### src/design/i2cmbc_pkg.sv
`timescale 1ns / 1ps
// ----------------------------------------------------------------------------
// i2cmbc_pkg
// Types, codes and constants shared by the i2c master byte controller.
// ----------------------------------------------------------------------------
package i2cmbc_pkg;

  localparam int CMD_W      = 3;
  localparam int BYTE_W     = 8;
  localparam int PHASE_W    = 5;
  localparam int LEN_W      = 10;
  localparam int APB_ADDR_W = 3;
  localparam int APB_DATA_W = 32;

  localparam logic [LEN_W-1:0] PHASE_LENGTH_RESET = LEN_W'(30);

  // register index carried in paddr[2]
  localparam logic REG_PHASE_LENGTH = 1'b0;

  typedef enum logic [CMD_W-1:0] {
    CMD_NONE     = 3'd0,
    CMD_START    = 3'd1,
    CMD_STOP     = 3'd2,
    CMD_WRITE    = 3'd3,
    CMD_READ     = 3'd4,
    CMD_SCL_HIGH = 3'd5,
    CMD_SCL_LOW  = 3'd6
  } cmd_t;

  // phases within a command
  localparam logic [PHASE_W-1:0] PH_ACK_LOW   = PHASE_W'(16);
  localparam logic [PHASE_W-1:0] PH_ACK_HIGH  = PHASE_W'(17);
  localparam logic [PHASE_W-1:0] PH_LAST_DATA = PHASE_W'(15);

  typedef struct packed {
    logic [CMD_W-1:0]  command;
    logic [BYTE_W-1:0] write_data;
    logic              send_ack_level;
    logic              sda_sample;
  } item_t;

  typedef struct packed {
    logic              scl_level;
    logic              sda_level;
    logic              sda_enable;
    logic              busy_flag;
    logic              op_done;
    logic [BYTE_W-1:0] read_data;
    logic              ack_received;
  } result_t;

  typedef struct packed {
    cmd_t               active;
    logic [PHASE_W-1:0] phase;
    logic [LEN_W-1:0]   ticks;
    logic [BYTE_W-1:0]  shift;
    logic               ack_hold;
    logic               ack_seen;
    logic               scl;
    logic               sda;
    logic               sda_en;
    logic [BYTE_W-1:0]  read_hold;
  } state_t;

  localparam state_t STATE_RESET = '{
    active:    CMD_NONE,
    phase:     '0,
    ticks:     '0,
    shift:     '0,
    ack_hold:  1'b0,
    ack_seen:  1'b0,
    scl:       1'b1,
    sda:       1'b1,
    sda_en:    1'b1,
    read_hold: '0
  };

  function automatic logic [PHASE_W-1:0] phase_count(input cmd_t cmd);
    logic [PHASE_W-1:0] n;
    unique case (cmd)
      CMD_START, CMD_STOP: n = PHASE_W'(4);
      CMD_WRITE, CMD_READ: n = PHASE_W'(18);
      default:             n = PHASE_W'(1);
    endcase
    return n;
  endfunction

endpackage

### src/design/i2cmbc_if.sv
`timescale 1ns / 1ps
// ----------------------------------------------------------------------------
// i2cmbc_if
// Valid/ready channels for bus ticks in and bus levels out.
// ----------------------------------------------------------------------------
interface i2cmbc_in_if
  import i2cmbc_pkg::*;
();
  logic              valid;
  logic              ready;
  logic [CMD_W-1:0]  command;
  logic [BYTE_W-1:0] write_data;
  logic              send_ack_level;
  logic              sda_sample;

  modport source (output valid, command, write_data, send_ack_level, sda_sample,
                  input ready);
  modport sink (input valid, command, write_data, send_ack_level, sda_sample,
                output ready);
endinterface

interface i2cmbc_out_if
  import i2cmbc_pkg::*;
();
  logic              valid;
  logic              ready;
  logic              scl_level;
  logic              sda_level;
  logic              sda_enable;
  logic              busy_flag;
  logic              op_done;
  logic [BYTE_W-1:0] read_data;
  logic              ack_received;

  modport source (output valid, scl_level, sda_level, sda_enable, busy_flag, op_done,
                  read_data, ack_received, input ready);
  modport sink (input valid, scl_level, sda_level, sda_enable, busy_flag, op_done,
                read_data, ack_received, output ready);
endinterface

### src/design/i2cmbc_cfg.sv
`timescale 1ns / 1ps
// ----------------------------------------------------------------------------
// i2cmbc_cfg
// APB register file holding the bus phase length.
// ----------------------------------------------------------------------------
module i2cmbc_cfg
  import i2cmbc_pkg::*;
(
  input  logic                  clk,
  input  logic                  rst,
  input  logic                  psel,
  input  logic                  penable,
  input  logic                  pwrite,
  input  logic [APB_ADDR_W-1:0] paddr,
  input  logic [APB_DATA_W-1:0] pwdata,
  output logic [APB_DATA_W-1:0] prdata,
  output logic                  pready,
  output logic [LEN_W-1:0]      phase_length
);

  logic wr_phase_length;

  assign pready          = 1'b1;
  assign wr_phase_length = psel && penable && pwrite && (paddr[2] == REG_PHASE_LENGTH);

  always_ff @(posedge clk) begin
    if (rst) begin
      phase_length <= PHASE_LENGTH_RESET;
    end else if (wr_phase_length) begin
      phase_length <= pwdata[LEN_W-1:0];
    end
  end

  always_comb begin
    prdata = '0;
    if (paddr[2] == REG_PHASE_LENGTH) begin
      prdata = APB_DATA_W'(phase_length);
    end
  end

endmodule

### src/design/i2cmbc_step.sv
`timescale 1ns / 1ps
// ----------------------------------------------------------------------------
// i2cmbc_step
// One bus tick: command pickup, phase drive, SDA sampling and phase advance.
// ----------------------------------------------------------------------------
module i2cmbc_step
  import i2cmbc_pkg::*;
(
  input  state_t           cur,
  input  item_t            item,
  input  logic [LEN_W-1:0] phase_length,
  output state_t           nxt,
  output result_t          res
);

  state_t             s;
  logic [LEN_W-1:0]   len;
  logic [LEN_W:0]     ticks_inc;
  logic [PHASE_W-1:0] p;
  logic [PHASE_W-1:0] phase_inc;
  logic               busy;
  logic               done;
  logic [BYTE_W-1:0]  shifted;

  assign len = (phase_length == '0) ? LEN_W'(1) : phase_length;

  always_comb begin
    s         = cur;
    done      = 1'b0;
    ticks_inc = '0;
    phase_inc = '0;
    shifted   = '0;
    p         = '0;

    if (s.active == CMD_NONE && item.command >= CMD_START && item.command <= CMD_SCL_LOW) begin
      s.active = cmd_t'(item.command);
      s.phase  = '0;
      s.ticks  = '0;
      if (item.command == CMD_WRITE) begin
        s.shift = item.write_data;
      end
      if (item.command == CMD_READ) begin
        s.shift    = '0;
        s.ack_hold = item.send_ack_level;
      end
    end

    busy = (s.active != CMD_NONE);

    if (busy) begin
      p = s.phase;
      // bus levels for the current phase
      unique case (s.active)
        CMD_START: begin
          priority case (p)
            PHASE_W'(0): begin s.sda_en = 1'b1; s.sda = 1'b1; end
            PHASE_W'(1): s.scl = 1'b1;
            PHASE_W'(2): begin s.sda_en = 1'b1; s.sda = 1'b0; end
            default:     s.scl = 1'b0;
          endcase
        end
        CMD_STOP: begin
          priority case (p)
            PHASE_W'(0): s.scl = 1'b0;
            PHASE_W'(1): begin s.sda_en = 1'b1; s.sda = 1'b0; end
            PHASE_W'(2): s.scl = 1'b1;
            default:     begin s.sda_en = 1'b1; s.sda = 1'b1; end
          endcase
        end
        CMD_WRITE, CMD_READ: begin
          if (p[0]) begin
            s.scl = 1'b1;
          end else begin
            s.scl = 1'b0;
            // master owns sda for write data and for the read acknowledge
            if ((p < PH_ACK_LOW) == (s.active == CMD_WRITE)) begin
              s.sda_en = 1'b1;
              s.sda    = (p < PH_ACK_LOW) ? s.shift[3'd7 - p[3:1]] : s.ack_hold;
            end else begin
              s.sda_en = 1'b0;
              s.sda    = 1'b1;
            end
          end
        end
        CMD_SCL_HIGH: s.scl = 1'b1;
        default:      s.scl = 1'b0;
      endcase

      ticks_inc = {1'b0, s.ticks} + (LEN_W+1)'(1);
      if (ticks_inc >= {1'b0, len}) begin
        if (s.active == CMD_WRITE && p == PH_ACK_HIGH) begin
          s.ack_seen = item.sda_sample;
        end else if (s.active == CMD_READ && p < PH_ACK_LOW && p[0]) begin
          shifted = {s.shift[BYTE_W-2:0], item.sda_sample};
          s.shift = shifted;
          if (p == PH_LAST_DATA) begin
            s.read_hold = shifted;
          end
        end
        s.ticks   = '0;
        phase_inc = p + PHASE_W'(1);
        s.phase   = phase_inc;
        if (phase_inc >= phase_count(s.active)) begin
          s.active = CMD_NONE;
          s.phase  = '0;
          done     = 1'b1;
        end
      end else begin
        s.ticks = ticks_inc[LEN_W-1:0];
      end
    end

    nxt = s;
    res = '{
      scl_level:    s.scl,
      sda_level:    s.sda,
      sda_enable:   s.sda_en,
      busy_flag:    busy,
      op_done:      done,
      read_data:    s.read_hold,
      ack_received: s.ack_seen
    };
  end

endmodule

### src/design/i2c_master_byte_controller_top.sv
`timescale 1ns / 1ps
// ticks pass the input register, then the result register; one state step per tick
// throughput: one tick per cycle unless the result channel stalls, one result per tick
// backpressure on the result channel stalls the input register, nothing is dropped
// reset (synchronous, rst high): bus free with scl and sda high and driven, no command,
// phase length 30, read_data and ack_received zero
// ----------------------------------------------------------------------------
// i2c_master_byte_controller_top
// Tick-driven i2c master byte sequencer with an APB phase length register.
// ----------------------------------------------------------------------------
module i2c_master_byte_controller_top
  import i2cmbc_pkg::*;
(
  input  logic                  clk,
  input  logic                  rst,
  i2cmbc_in_if.sink             in_ch,
  i2cmbc_out_if.source          out_ch,
  input  logic                  psel,
  input  logic                  penable,
  input  logic                  pwrite,
  input  logic [APB_ADDR_W-1:0] paddr,
  input  logic [APB_DATA_W-1:0] pwdata,
  output logic [APB_DATA_W-1:0] prdata,
  output logic                  pready
);

  logic             in_vld;
  item_t            in_item;
  logic             out_vld;
  result_t          out_res;
  state_t           state;
  state_t           state_next;
  result_t          res_next;
  logic [LEN_W-1:0] phase_length;
  logic             advance;

  i2cmbc_cfg u_cfg (
    .clk          (clk),
    .rst          (rst),
    .psel         (psel),
    .penable      (penable),
    .pwrite       (pwrite),
    .paddr        (paddr),
    .pwdata       (pwdata),
    .prdata       (prdata),
    .pready       (pready),
    .phase_length (phase_length)
  );

  i2cmbc_step u_step (
    .cur          (state),
    .item         (in_item),
    .phase_length (phase_length),
    .nxt          (state_next),
    .res          (res_next)
  );

  // result register free or being emptied this cycle
  assign advance     = !out_vld || out_ch.ready;
  assign in_ch.ready = !in_vld || advance;

  always_ff @(posedge clk) begin
    if (rst) begin
      in_vld <= 1'b0;
    end else if (in_ch.ready) begin
      in_vld <= in_ch.valid;
    end
  end

  always_ff @(posedge clk) begin
    if (in_ch.valid && in_ch.ready) begin
      in_item <= '{
        command:        in_ch.command,
        write_data:     in_ch.write_data,
        send_ack_level: in_ch.send_ack_level,
        sda_sample:     in_ch.sda_sample
      };
    end
  end

  always_ff @(posedge clk) begin
    if (rst) begin
      state   <= STATE_RESET;
      out_vld <= 1'b0;
    end else if (advance) begin
      out_vld <= in_vld;
      if (in_vld) begin
        state <= state_next;
      end
    end
  end

  always_ff @(posedge clk) begin
    if (advance && in_vld) begin
      out_res <= res_next;
    end
  end

  assign out_ch.valid        = out_vld;
  assign out_ch.scl_level    = out_res.scl_level;
  assign out_ch.sda_level    = out_res.sda_level;
  assign out_ch.sda_enable   = out_res.sda_enable;
  assign out_ch.busy_flag    = out_res.busy_flag;
  assign out_ch.op_done      = out_res.op_done;
  assign out_ch.read_data    = out_res.read_data;
  assign out_ch.ack_received = out_res.ack_received;

endmodule

### src/flat_wrapper.sv
// flat-port wrapper written by rule: the top's interface ports become plain ports
module i2c_master_byte_controller_top_flat import i2cmbc_pkg::*;
  (clk, rst, psel, penable, pwrite, paddr, pwdata, prdata, pready, in_ch_valid, in_ch_command, in_ch_write_data, in_ch_send_ack_level, in_ch_sda_sample, in_ch_ready, out_ch_valid, out_ch_scl_level, out_ch_sda_level, out_ch_sda_enable, out_ch_busy_flag, out_ch_op_done, out_ch_read_data, out_ch_ack_received, out_ch_ready);
  i2cmbc_in_if in_ch_i ();
  i2cmbc_out_if out_ch_i ();
  input  logic clk;
  input  logic rst;
  input  logic psel;
  input  logic penable;
  input  logic pwrite;
  input  logic [APB_ADDR_W-1:0] paddr;
  input  logic [APB_DATA_W-1:0] pwdata;
  output logic [APB_DATA_W-1:0] prdata;
  output logic pready;
  input wire logic [$bits(in_ch_i.valid)-1:0] in_ch_valid;
  input wire logic [$bits(in_ch_i.command)-1:0] in_ch_command;
  input wire logic [$bits(in_ch_i.write_data)-1:0] in_ch_write_data;
  input wire logic [$bits(in_ch_i.send_ack_level)-1:0] in_ch_send_ack_level;
  input wire logic [$bits(in_ch_i.sda_sample)-1:0] in_ch_sda_sample;
  output wire logic [$bits(in_ch_i.ready)-1:0] in_ch_ready;
  output wire logic [$bits(out_ch_i.valid)-1:0] out_ch_valid;
  output wire logic [$bits(out_ch_i.scl_level)-1:0] out_ch_scl_level;
  output wire logic [$bits(out_ch_i.sda_level)-1:0] out_ch_sda_level;
  output wire logic [$bits(out_ch_i.sda_enable)-1:0] out_ch_sda_enable;
  output wire logic [$bits(out_ch_i.busy_flag)-1:0] out_ch_busy_flag;
  output wire logic [$bits(out_ch_i.op_done)-1:0] out_ch_op_done;
  output wire logic [$bits(out_ch_i.read_data)-1:0] out_ch_read_data;
  output wire logic [$bits(out_ch_i.ack_received)-1:0] out_ch_ack_received;
  input wire logic [$bits(out_ch_i.ready)-1:0] out_ch_ready;
  assign in_ch_i.valid = in_ch_valid;
  assign in_ch_i.command = in_ch_command;
  assign in_ch_i.write_data = in_ch_write_data;
  assign in_ch_i.send_ack_level = in_ch_send_ack_level;
  assign in_ch_i.sda_sample = in_ch_sda_sample;
  assign in_ch_ready = in_ch_i.ready;
  assign out_ch_valid = out_ch_i.valid;
  assign out_ch_scl_level = out_ch_i.scl_level;
  assign out_ch_sda_level = out_ch_i.sda_level;
  assign out_ch_sda_enable = out_ch_i.sda_enable;
  assign out_ch_busy_flag = out_ch_i.busy_flag;
  assign out_ch_op_done = out_ch_i.op_done;
  assign out_ch_read_data = out_ch_i.read_data;
  assign out_ch_ack_received = out_ch_i.ack_received;
  assign out_ch_i.ready = out_ch_ready;
  i2c_master_byte_controller_top u_core (.clk(clk), .rst(rst), .in_ch(in_ch_i), .out_ch(out_ch_i), .psel(psel), .penable(penable), .pwrite(pwrite), .paddr(paddr), .pwdata(pwdata), .prdata(prdata), .pready(pready));
endmodule
### config.mk
export PLATFORM = sky130hd
export DESIGN_NAME = i2c_master_byte_controller_top_flat
export DESIGN_NICKNAME = d
export VERILOG_FILES = /design/src/design/i2cmbc_pkg.sv /design/src/design/i2cmbc_if.sv /design/src/design/i2cmbc_cfg.sv /design/src/design/i2cmbc_step.sv /design/src/design/i2c_master_byte_controller_top.sv /design/src/flat_wrapper.sv
export SDC_FILE = /design/constraint.sdc
export NUM_CORES = 1
export LEC_CHECK = 0
export ABC_CLOCK_PERIOD_IN_PS = 10000
export BUFFER_PORTS_ARGS = -buffer_cell sky130_fd_sc_hd__clkbuf_2
export CORE_MARGIN = 4
export CORE_UTILIZATION = 60
export DETAILED_ROUTE_END_ITERATION = 8
export PLACE_DENSITY = 0.89
export SLEW_MARGIN = 20
export SYNTH_ARGS = -nofsm -noshare
export SYNTH_HDL_FRONTEND = slang
export SYNTH_HIERARCHICAL = 1
export SYNTH_SLANG_ARGS = --single-unit
### constraint.sdc
create_clock -name clk -period 10 [get_ports clk]
set_input_delay 0 -clock clk [delete_from_list [all_inputs] [get_ports clk]]
set_output_delay 0 -clock clk [all_outputs]
set_load 0.1 [all_outputs]
==> results of run 1 <==
-- placed cells by master, fill, tap and decap left out, drive strengths merged, types with 10 or more instances in the layout --
cell         netlist  layout
clkbuf            22      67
inv               20      21
edfxtp            27      27
conb               2      23
dfxtp             51      51
a21oi             23      23
nor2              47      47
nor3              11      11
nor2b             13      13
nand2b            86      86
nand3             12      12
mux2i             52      52
o22ai             10      10
nand2             41      41
o21ai             14      14
ha                20      20
mux2              18      18
dlygate4sd3        0      24
-- cell type report --
type                       instances  area share
timing repair buffer              83      0.0915
clock buffer                      11      0.0238
clock inverter                     5     0.00569
multi-input combinational        460       0.535
tap                              108      0.0228
sequential                        78       0.309
inverter                          20      0.0127
-- critical path, stage by stage (launching register included) --
cell and delay, ns:
dfxtp_1 0.46, nor3_4 0.83, nand3_4 0.37, and2_1 0.34
ha_1 0.29, nand2_1 0.12, xor2_1 0.26, nor2_1 0.08
ha_1 0.32, nand3_1 0.12, o221ai_1 0.35, a32oi_4 0.13
a21oi_4 0.37, o211a_1 0.46, mux2_1 0.38, nand2b_1 0.09
mux2i_1 0.08
-- where the power goes --
group          switching, uW  internal [uW]  leakage (uW)
Clock                    122           97.2     0.0000874
Sequential              10.8            339      0.000665
Combinational            134           49.2       0.00163
Total                    267            485       0.00238
-- flip-flops by register name, indices dropped and copies added, names as in the netlist --
signal	count
u_core/out_ch.read_data	8
u_core/out_ch.busy_flag	1
u_core/state	39
u_core/in_item	13
u_core/out_ch.valid	1
u_core/u_cfg/phase_length	10
u_core/out_ch.op_done	1
u_core/out_ch.sda_level	1
u_core/out_ch.scl_level	1
u_core/out_ch.ack_received	1
u_core/in_vld	1
u_core/out_ch.sda_enable	1
-- timing repair --
action,in CTS,in global routing
hold buffers,24,0
resized for setup,0,0
endpoints found under the hold margin,24,0
-- metrics by stage --
| step | area, um2 | cells | utilization | worst slack (ns) | hold WS, ns |
|---|---|---|---|---|---|
| floorplan | 5590 | 632 | - | 5.77 | 0.0989 |
| CTS | 5930 | 765 | 0.671 | 4.92 | 0.00496 |
| global placement | 5520 | 725 | 0.624 | 5.09 | 0.178 |
| finish | 5930 | 765 | 0.671 | 4.79 | -0.00146 |
| detailed placement | 5520 | 725 | 0.624 | 4.94 | 0.179 |
| global route | 5930 | 765 | 0.671 | 4.47 | 0.00385 |
-- path summary, 6_finish.rpt --
path	start	end	slack [ns]	depth (start not counted)
worst max-delay path	u_core/state[36]	u_core/state[4]	4.79	16
worst min-delay path	out_ch_ready	u_core/out_ch.valid	-0.001	4
worst max register to register	u_core/state[36]	u_core/state[4]	4.79	16
worst min register to register	u_core/state[11]	u_core/state[11]	0.48	2
-- logic make-up after synthesis --
| kind of cell | Yosys count |
|---|---|
| AOI/OAI and AO/OA | 96 |
| xor gates and xnor gates | 11 |
| adders and majority gates | 20 |
| buffers and inverters | 94 |
| DFF | 78 |
| muxes | 70 |
| other | 2 |
| and+or+nand+nor | 240 |
-- routing by layer --
layer / GRT usage / up-vias
li1: - / 2155
met1: 0.290 / 2123
met2: 0.374 / 186
met3: 0.0435 / 32
met4: 0.0845 / 0
met5: 0 / -
==> impl_results.md, run 1 <==
* Max-Cap Viols at 0
* Initial core utilization at 0.623
* Max-slew headroom at 0.383
* WP data required at 10.21 ns
* Area of the multi-input gates at between 0.003 and 0.004 mm2
* # DRC at 0
* WL final at ~12000 um
* Synth Area in Adders at 0.0454
* Fmax achieved at about 190 MHz
* HPWL after detailed placement at between 8000 and 9000 um
* Area leader, netlist: dfxtp_1
* Hold_ws at -0.00146 ns
* Wire per inst at roughly 16 um
* Via-to-Cell Ratio at 5.88
* Worst vdd ir at 0.0876 mV
* Main flop type after synthesis: dfxtp_1
* Number of synthesized flops with an enable pin at 27
* Combinational family with the most area after synthesis: simple AND/OR/NAND/NOR gates
* Final Hold Viols at 1
* # setup viols final at 0
* Gr usage total at 0.225
* Highest metal used: met4
* CP max FO at 21
* Flops & latches, synth at around 80
* WL met1 at 5300 um
* DRT iter0 DRCs at ~350
* Status: finished with violations
* Crit path time final at 5.21 ns
* CTS Buffer Depth at 2
* Die Y at roughly 100 um
* RSZ-0062 raised after global routing: false
* Synth Instances at between 600 and 700
* I/O pin cnt at 104
* Mux share of post-synthesis cell area at 0.132
* Largest net degree at the start of global routing at between 100 and 150
* Die span in x at just over 100 um
* CTS root buf: clkbuf_8
* Ant. Diodes at 0
* Worst slew pin tran at 0.923 ns
* Syn avg cell area at between 9 and 10 um2
* Final nets at around 730
* PD cells at roughly 130 mW/mm2
* Fin Clk Skew at 0.0131 ns
* Worst Path Arrival at approximately 5.4 ns
* Initial antenna violation count at 0
* Vias in the first global route at 4294
* Via count at roughly 4500
* Total grt overflow at 0
* PortBufs at 56
* Routed wl met3 at about 700 um
* Leak at around 0.0024 uW
* Die footprint at 0.0108 mm2
* Yosys warnings at 6
* Num CTS Buffers at 9
* Antenna viol nets, final at 0
* Layout area overhead at 7.72%
* Total power draw at approximately 750 uW
* CP endpoint kind: flop
* FFs w/ async S/R, synth at 0
* Synth top area cells: dfxtp_1 19%, edfxtp_1 15%, nand2b_1 9.8%
* Register area share after synthesis at 0.333
* Xor/xnor cell area share of the yosys netlist at 0.0175
* Global-route wire length before repair at slightly above 20000 um
* Floorplan core area at roughly 0.0088 mm2
* Hold WC Path Type: in -> reg
* Reg clk slew, reported paths at 0.09 ns
* Max-slew violation count at 0
* H-tree depth at 3
* Post-CTS Setup Inserts at 0
* Share of layout cells above drive strength 1 at 0.146
* Synth Area in Simple Gates at 0.239
* Synth unique cells at between 70 and 80
* Final GP Congestion at approximately 0.92
* Failing checks: negative hold slack
* Drt pass-1 iters at 5
* Setup TNS at 0 ns
* Crit Path Category: reg -> reg
* Post-Syn Area at 0.00551 mm2
* Synth top cells by count: 86 x nand2b_1, 52 x mux2i_1, 51 x dfxtp_1, 47 x nor2_1, 41 x nand2_1
* Tcrit/Tclk final at 0.521
* Clk_lat worst skew at 0.36 ns
* CTS tree: done
* Flip-flop and latch area at ~0.0018 mm2
* Yosys top cell area share at 0.185
* Std-Cell Rows at 34
* Met2 wire len at about 5900 um
* Most frequent cell after synthesis: nand2b_1
* Startpoint Class: flop
* Post-synthesis compound-gate area fraction at 0.126
* Clock sink count at roughly 80
* Number of fill cells at around 700
Power figures use the tool's default switching activity.
==> inputs of run 2 (changes only) <==
- ABC_CLOCK_PERIOD_IN_PS: 10000 -> 5400
- CORE_UTILIZATION: 60 -> 57
- PLACE_DENSITY: 0.89 -> 0.86
- clock period: 10 -> 5.4 ns (I/O delays scaled with it)
==> run 2 against run 1 <==
Net effect:
- the run now ends clean
- non-clock buffer count increased by 4
- final area increased by 1.5%
- combinational power increased by 88%
- power is 92% higher
- via count shrank 1.2%
- wire length is 1.6% lower
- utilization down 2.5 points
- first-iteration DRC count down 39%
- cell count grew 3.3%
- fmax rose by 8.0%
- clock-buffer cell count down 1
- flip-flop and latch count stayed put
- largest cell class unchanged
- largest power group unchanged
==> impl_results.md, run 2 (same netlist as run 1, synthesis figures left out) <==
* Max reg flops at 39
* Clk_lat worst skew at 0.35 ns
* Final nets at approximately 730
* CTS root buf: clkbuf_8
* Num CTS Buffers at 9
* Most common cell after layout, fill and taps aside: nand2b_1
* HPWL after detailed placement at approximately 8200 um
* Layout area overhead at 9.38%
* PortBufs at 56
* CP endpoint kind: flop
* CTS tree: done
* CP Cell Sequence: or3_1 -> nand3_4 -> and2_1 -> ha_1 -> and3_1 -> nand2_1 -> xor2_1 -> nor2_1 -> ha_1 -> o21ai_1 -> nand2b_1 -> nand3_1 -> a21oi_4 -> o211a_1 -> mux2_1 -> nand2b_1 -> mux2i_1
* Std-Cell Rows at 35
* CTS Buffer Depth at 2
* WL final at about 12000 um
* Antenna viol nets, final at 0
* Total grt overflow at 0
* Gr usage total at 0.212
* Max-Cap Viols at 0
* Initial core utilization at 0.591
* Core Util, Final at 0.646
* Clock sink count at 78
* Fmax achieved at approximately 210 MHz
* Final GP Congestion at between 0.9 and 1
* H-tree depth at 3
* Die Y at around 110 um
* Fin Clk Skew at between 0.008 and 0.009 ns
* Worst Path Arrival at between 5 and 6 ns
* Die span in x at 106 um
* Max-slew violation count at 0
* Post-CTS Setup Inserts at 0
* Sum of buffers and inverters on the critical path at 0
* DRT iter0 DRCs at roughly 210
* Drt pass-1 iters at 5
* Floorplan core area at between 0.009 and 0.01 mm2
* Crit path time final at between 4 and 5 ns
* Largest net degree at the start of global routing at between 100 and 150
* WP data required at 5.61 ns
* I/O pin cnt at roughly 100
* Top Family by Delay on Critical Path: simple AND/OR/NAND/NOR gates
* # DRC at 0
* Worst slew pin tran at 0.846 ns
* Via count at 4441
* Max-slew headroom at 0.436
* Setup TNS at 0 ns
* Top reg by flops: u_core/state
* Initial antenna violation count at 0
* PD cells at roughly 240 mW/mm2
* Largest stage delay, worst path at ~0.56 ns
* Status: complete, no violations
* Reg clk slew, reported paths at about 0.090 ns
* Global-route wire length before repair at slightly below 20000 um
* Via-to-Cell Ratio at 5.62
* Most frequent cells in the layout: 86 x nand2b_1, 56 x clkbuf_2, 52 x mux2i_1
* Share of layout cells above drive strength 1 at 0.151
* Crit Path Category: reg -> reg
* Hold WC Path Type: in -> reg
* Leak at ~0.0024 uW
* Wire per inst at roughly 15 um
* Biggest regs: u_core/state: 39 flops, u_core/in_item: 13 flops, u_core/u_cfg/phase_length: 10 flops
* CP max FO at 13
* Die footprint at 0.0113 mm2
* RSZ-0062 raised after global routing: false
* Max stage delay cell, worst path: or3_1
* Worst vdd ir at about 0.16 mV
* Startpoint Class: flop
* Tcrit/Tclk final at 0.892
* Final Hold Viols at 0
* Number of fill cells at ~790
* Vias in the first global route at 4180
* # setup viols final at 0
* Ant. Diodes at 0
* Reg2Reg Setup Slack at around 0.58 ns
[run 2: path summary, 6_finish.rpt]
kind,startpoint,to,cells past startpoint
worst max-delay path,u_core/in_item[10],u_core/state[1],17
worst min-delay path,rst,u_core/out_ch.valid,3
worst max register to register,u_core/in_item[10],u_core/state[1],17
worst min register to register,u_core/state[4],u_core/state[4],2
[run 2: tightest hold or removal path, stage by stage]
cell and delay, ns:
clkbuf_2 0.08, buf_4 0.32, nor2_1 0.17
[run 2: cell type report]
class | instances | area (um2) | area share
Clock buffer | 10 | 138 | 0.0228
Clock inverter | 6 | 67.6 | 0.0112
Inverter | 20 | 75.1 | 0.0125
Multi-Input combinational cell | 460 | 3170 | 0.527
Sequential cell | 78 | 1830 | 0.304
Tap cell | 129 | 161 | 0.0268
Timing Repair Buffer | 87 | 578 | 0.0959
[run 2: per-stage QoR]
step,hold slack (ns),area [um2],worst slack [ns],instances,total power (uW)
3_3_place_gp,0.177,5560,0.784,748,977
6_report,0.298,6030,0.581,790,1450
5_1_grt,0.334,6030,0.241,790,1500
2_1_floorplan,0.0989,5590,1.17,632,955
3_5_place_dp,0.179,5560,0.647,748,983
4_1_cts,0.279,6030,0.606,790,1450
[run 2: per-layer routing]
layer  part of all wire  GRT usage  up-vias  wire length, um
met5                  0          0        -                0
met4              0.023     0.0712        0              272
met3              0.052     0.0352       30              622
met2               0.48      0.358      158             5790
met1               0.44      0.274     2089             5340
li1                   -          -     2164                -
[run 2: repair_timing]
item	CTS	global route
hold buffers	26	0
resized for setup	0	0
endpoints found under the hold margin	25	0
[run 2: report_power, final]
| group | total, uW | leakage [uW] | switching [uW] | internal [uW] |
|---|---|---|---|---|
| clock network | 457 | 0.0000993 | 228 | 229 |
| registers | 646 | 0.000665 | 18.0 | 628 |
| logic | 344 | 0.00165 | 250 | 94.0 |
==> inputs of run 3 (changes only) <==
- ABC_AREA: unset -> 1
- CORE_UTILIZATION: 57 -> 56
- PLACE_DENSITY: 0.86 -> 0.85
- SYNTH_HIERARCHICAL: 1 -> unset
==> run 3 against run 2 <==
Net effect:
- register-to-register slack gained 0.53 ns
- largest cell class unchanged
- hold slack lost 0.12 ns
- first-iteration DRC count grew 94%
- die area shrank 7.3%
==> impl_results.md, run 3 <==
* Status: complete, no violations
* Global-route wire length before repair at around 19000 um
* Reg2Reg Setup Slack at approximately 1.1 ns
* Hold_ws at 0.181 ns
* Gr usage total at 0.225
* Leak at 0.00260 uW
* Most common cell after layout, fill and taps aside: nand2_1
* Die footprint at roughly 0.010 mm2
* Post-route cell area at roughly 0.0056 mm2
* Initial antenna violation count at 0
* Fmax achieved at approximately 230 MHz
* Tcrit/Tclk final at 0.794
* Min-delay src: penable
* Worst vdd ir at around 0.15 mV
* Flops & latches, synth at 78
* Cell depth of the worst hold path at 3
* WHS Endpoint: u_core.u_cfg.phase_length[3]
* Num CTS Buffers at 9
* Via-to-Cell Ratio at 5.47
* Ant. Diodes at 0
* Post-CTS Setup Inserts at 0
* FFs w/ async S/R, synth at 0
* PD cells at about 280 mW/mm2
* WP data required at between 5 and 6 ns
* Crit path time final at approximately 4.3 ns
* Max-slew headroom at 0.503
* Fin Clk Skew at between 0.01 and 0.015 ns
* Area leader, netlist: dfxtp_1
* DP Area at a little over 0.005 mm2
* WL final at about 12000 um
* Reg2reg end: u_core.state[29]
* Floorplan core area at around 0.0087 mm2
* Top reg by flops: u_core.state
* Reg2reg start: u_core.in_item[12]
* Max-Cap Viols at 0
* Via count at about 4700
* Die Y at between 100 and 150 um
* Final GP Congestion at roughly 0.94
* Synth top area cells: dfxtp_1 20%, edfxtp_1 16%, nand2_1 13%
* Worst slew pin tran at roughly 0.74 ns
* Clock sink count at between 70 and 80
* Setup TNS at 0 ns
* Final nets at between 800 and 900
* Most frequent cells in the layout: 169 x nand2_1, 93 x inv_1, 59 x o21ai_0
* CP max FO at 34
* Wire per inst at 13.6 um
* RSZ-0062 raised after global routing: false
* Worst Path Arrival at 4.57 ns
* Synth top cells by count: 169 x nand2_1, 93 x inv_1, 59 x o21ai_0, 51 x dfxtp_1, 50 x a21oi_1
* Max reg flops at 39
* Final Hold Viols at 0
* Layout area overhead at 12.8%
* CP endpoint kind: flop
* H-tree depth at 3
* Number of synthesized flops with an enable pin at 27
* Synth Instances at roughly 690
* Register area share after synthesis at 0.367
* Reg clk slew, reported paths at approximately 0.080 ns
* # DRC at 0
* CTS root buf: clkbuf_8
* Initial core utilization at 0.574
* Share of layout cells above drive strength 1 at 0.137
* Drt pass-1 iters at 5
* Die span in x at 102 um
* I/O pin cnt at between 100 and 150
* Synth unique cells at 40
* # setup viols final at 0
* Clk_lat worst skew at around 0.35 ns
* Post-Syn Area at approximately 0.005 mm2
* Antenna viol nets, final at 0
* Crit Path Category: reg -> reg
* Syn avg cell area at ~7.2 um2
* Max-slew violation count at 0
* Largest net degree at the start of global routing at 39
* Most frequent cell after synthesis: nand2_1
* Hold WC Path Type: in -> reg
* PortBufs at 56
* Yosys top cell area share at 0.205
* Yosys warnings at 0
* Total grt overflow at 0
* Startpoint Class: flop
* Worst r2r path cells at 25
* Main flop type after synthesis: dfxtp_1
* Vias in the first global route at 4248
* Core Util, Final at 0.648
* DRT iter0 DRCs at slightly above 400
* HPWL after detailed placement at roughly 7900 um
* Biggest regs: u_core.state: 39 flops, u_core.in_item: 13 flops, u_core.u_cfg.phase_length: 10 flops
* Std-Cell Rows at 34
* CTS Buffer Depth at 2
* CTS tree: done
run 3: per-stage QoR:
stage          instances  setup WS, ns  power [uW]
4_1_cts              868          1.22        1590
5_1_grt              868         0.798        1660
6_report             868          1.11        1590
3_3_place_gp         827          1.38        1090
2_1_floorplan        710          1.92        1050
3_5_place_dp         827          1.25        1100
run 3: critical path: stages (launching register included):
cell      delay, ns
edfxtp_1       0.45
inv_1          0.12
nand3_2        0.10
nand2_1        0.11
nor2_4         0.11
nor2_2         0.32
ha_1           0.28
nand2_1        0.07
inv_1          0.09
nand3_4        0.11
nor3_4         0.28
nor2_1         0.11
ha_1           0.32
nand2_1        0.09
inv_1          0.05
a21oi_1        0.13
nand2_1        0.07
nand2_1        0.08
nand3_1        0.07
nand2_1        0.06
nand2_1        0.06
nand2_1        0.10
nand3_4        0.37
nor2_4         0.39
nand2_1        0.10
a31oi_1        0.15
run 3: power breakdown:
group          leakage (uW)  internal, uW  switching, uW  total (uW)
Sequential         0.000676           646           16.9         663
Clock              0.000107           272            214         486
Combinational       0.00181          99.8            346         446
Total               0.00260          1020            577        1590
run 3: worst max path at each step:
stage / start / endpoint / slack (ns) / cells after the start
2_1_floorplan: u_core.in_item[12] / u_core.out_ch.read_data[2] / 1.92 / 26
3_3_place_gp: u_core.in_item[10] / u_core.state[31] / 1.38 / 26
3_5_place_dp: u_core.in_item[11] / u_core.state[29] / 1.25 / 25
4_1_cts: u_core.in_item[11] / u_core.state[29] / 1.22 / 25
5_1_grt: u_core.in_item[11] / u_core.state[27] / 0.80 / 25
6_report: u_core.in_item[12] / u_core.state[29] / 1.11 / 25
run 3: timing repair:
action                                 in CTS  in global routing
endpoints found under the hold margin      25                  0
hold buffers                               26                  0
resized for setup                           0                  0
run 3: layout make-up:
type / count / area (um2)
fillers: 754 / 3050
multi-input cells: 489 / 2530
flip-flops and latches: 78 / 1830
clock inverters: 3 / 68.8
inverters: 94 / 353
repair buffers: 84 / 556
well taps: 108 / 135
clock buffers: 12 / 145
run 3: cell families after synthesis:
group | synth area share
AOI/OAI and AO/OA | 0.174
other | 0.00151
buffers and inverters | 0.140
DFF | 0.367
xor gates and xnor gates | 0.0123
and+or+nand+nor | 0.252
adders and majority gates | 0.0502
muxes | 0.00201
run 3: layer usage:
metal / global-route usage / vias up / part of all wire
li1: - / 2345 / -
met1: 0.296 / 2201 / 0.43
met2: 0.388 / 185 / 0.50
met3: 0.0321 / 15 / 0.062
met4: 0.0636 / 0 / 0.011
met5: 0 / - / 0
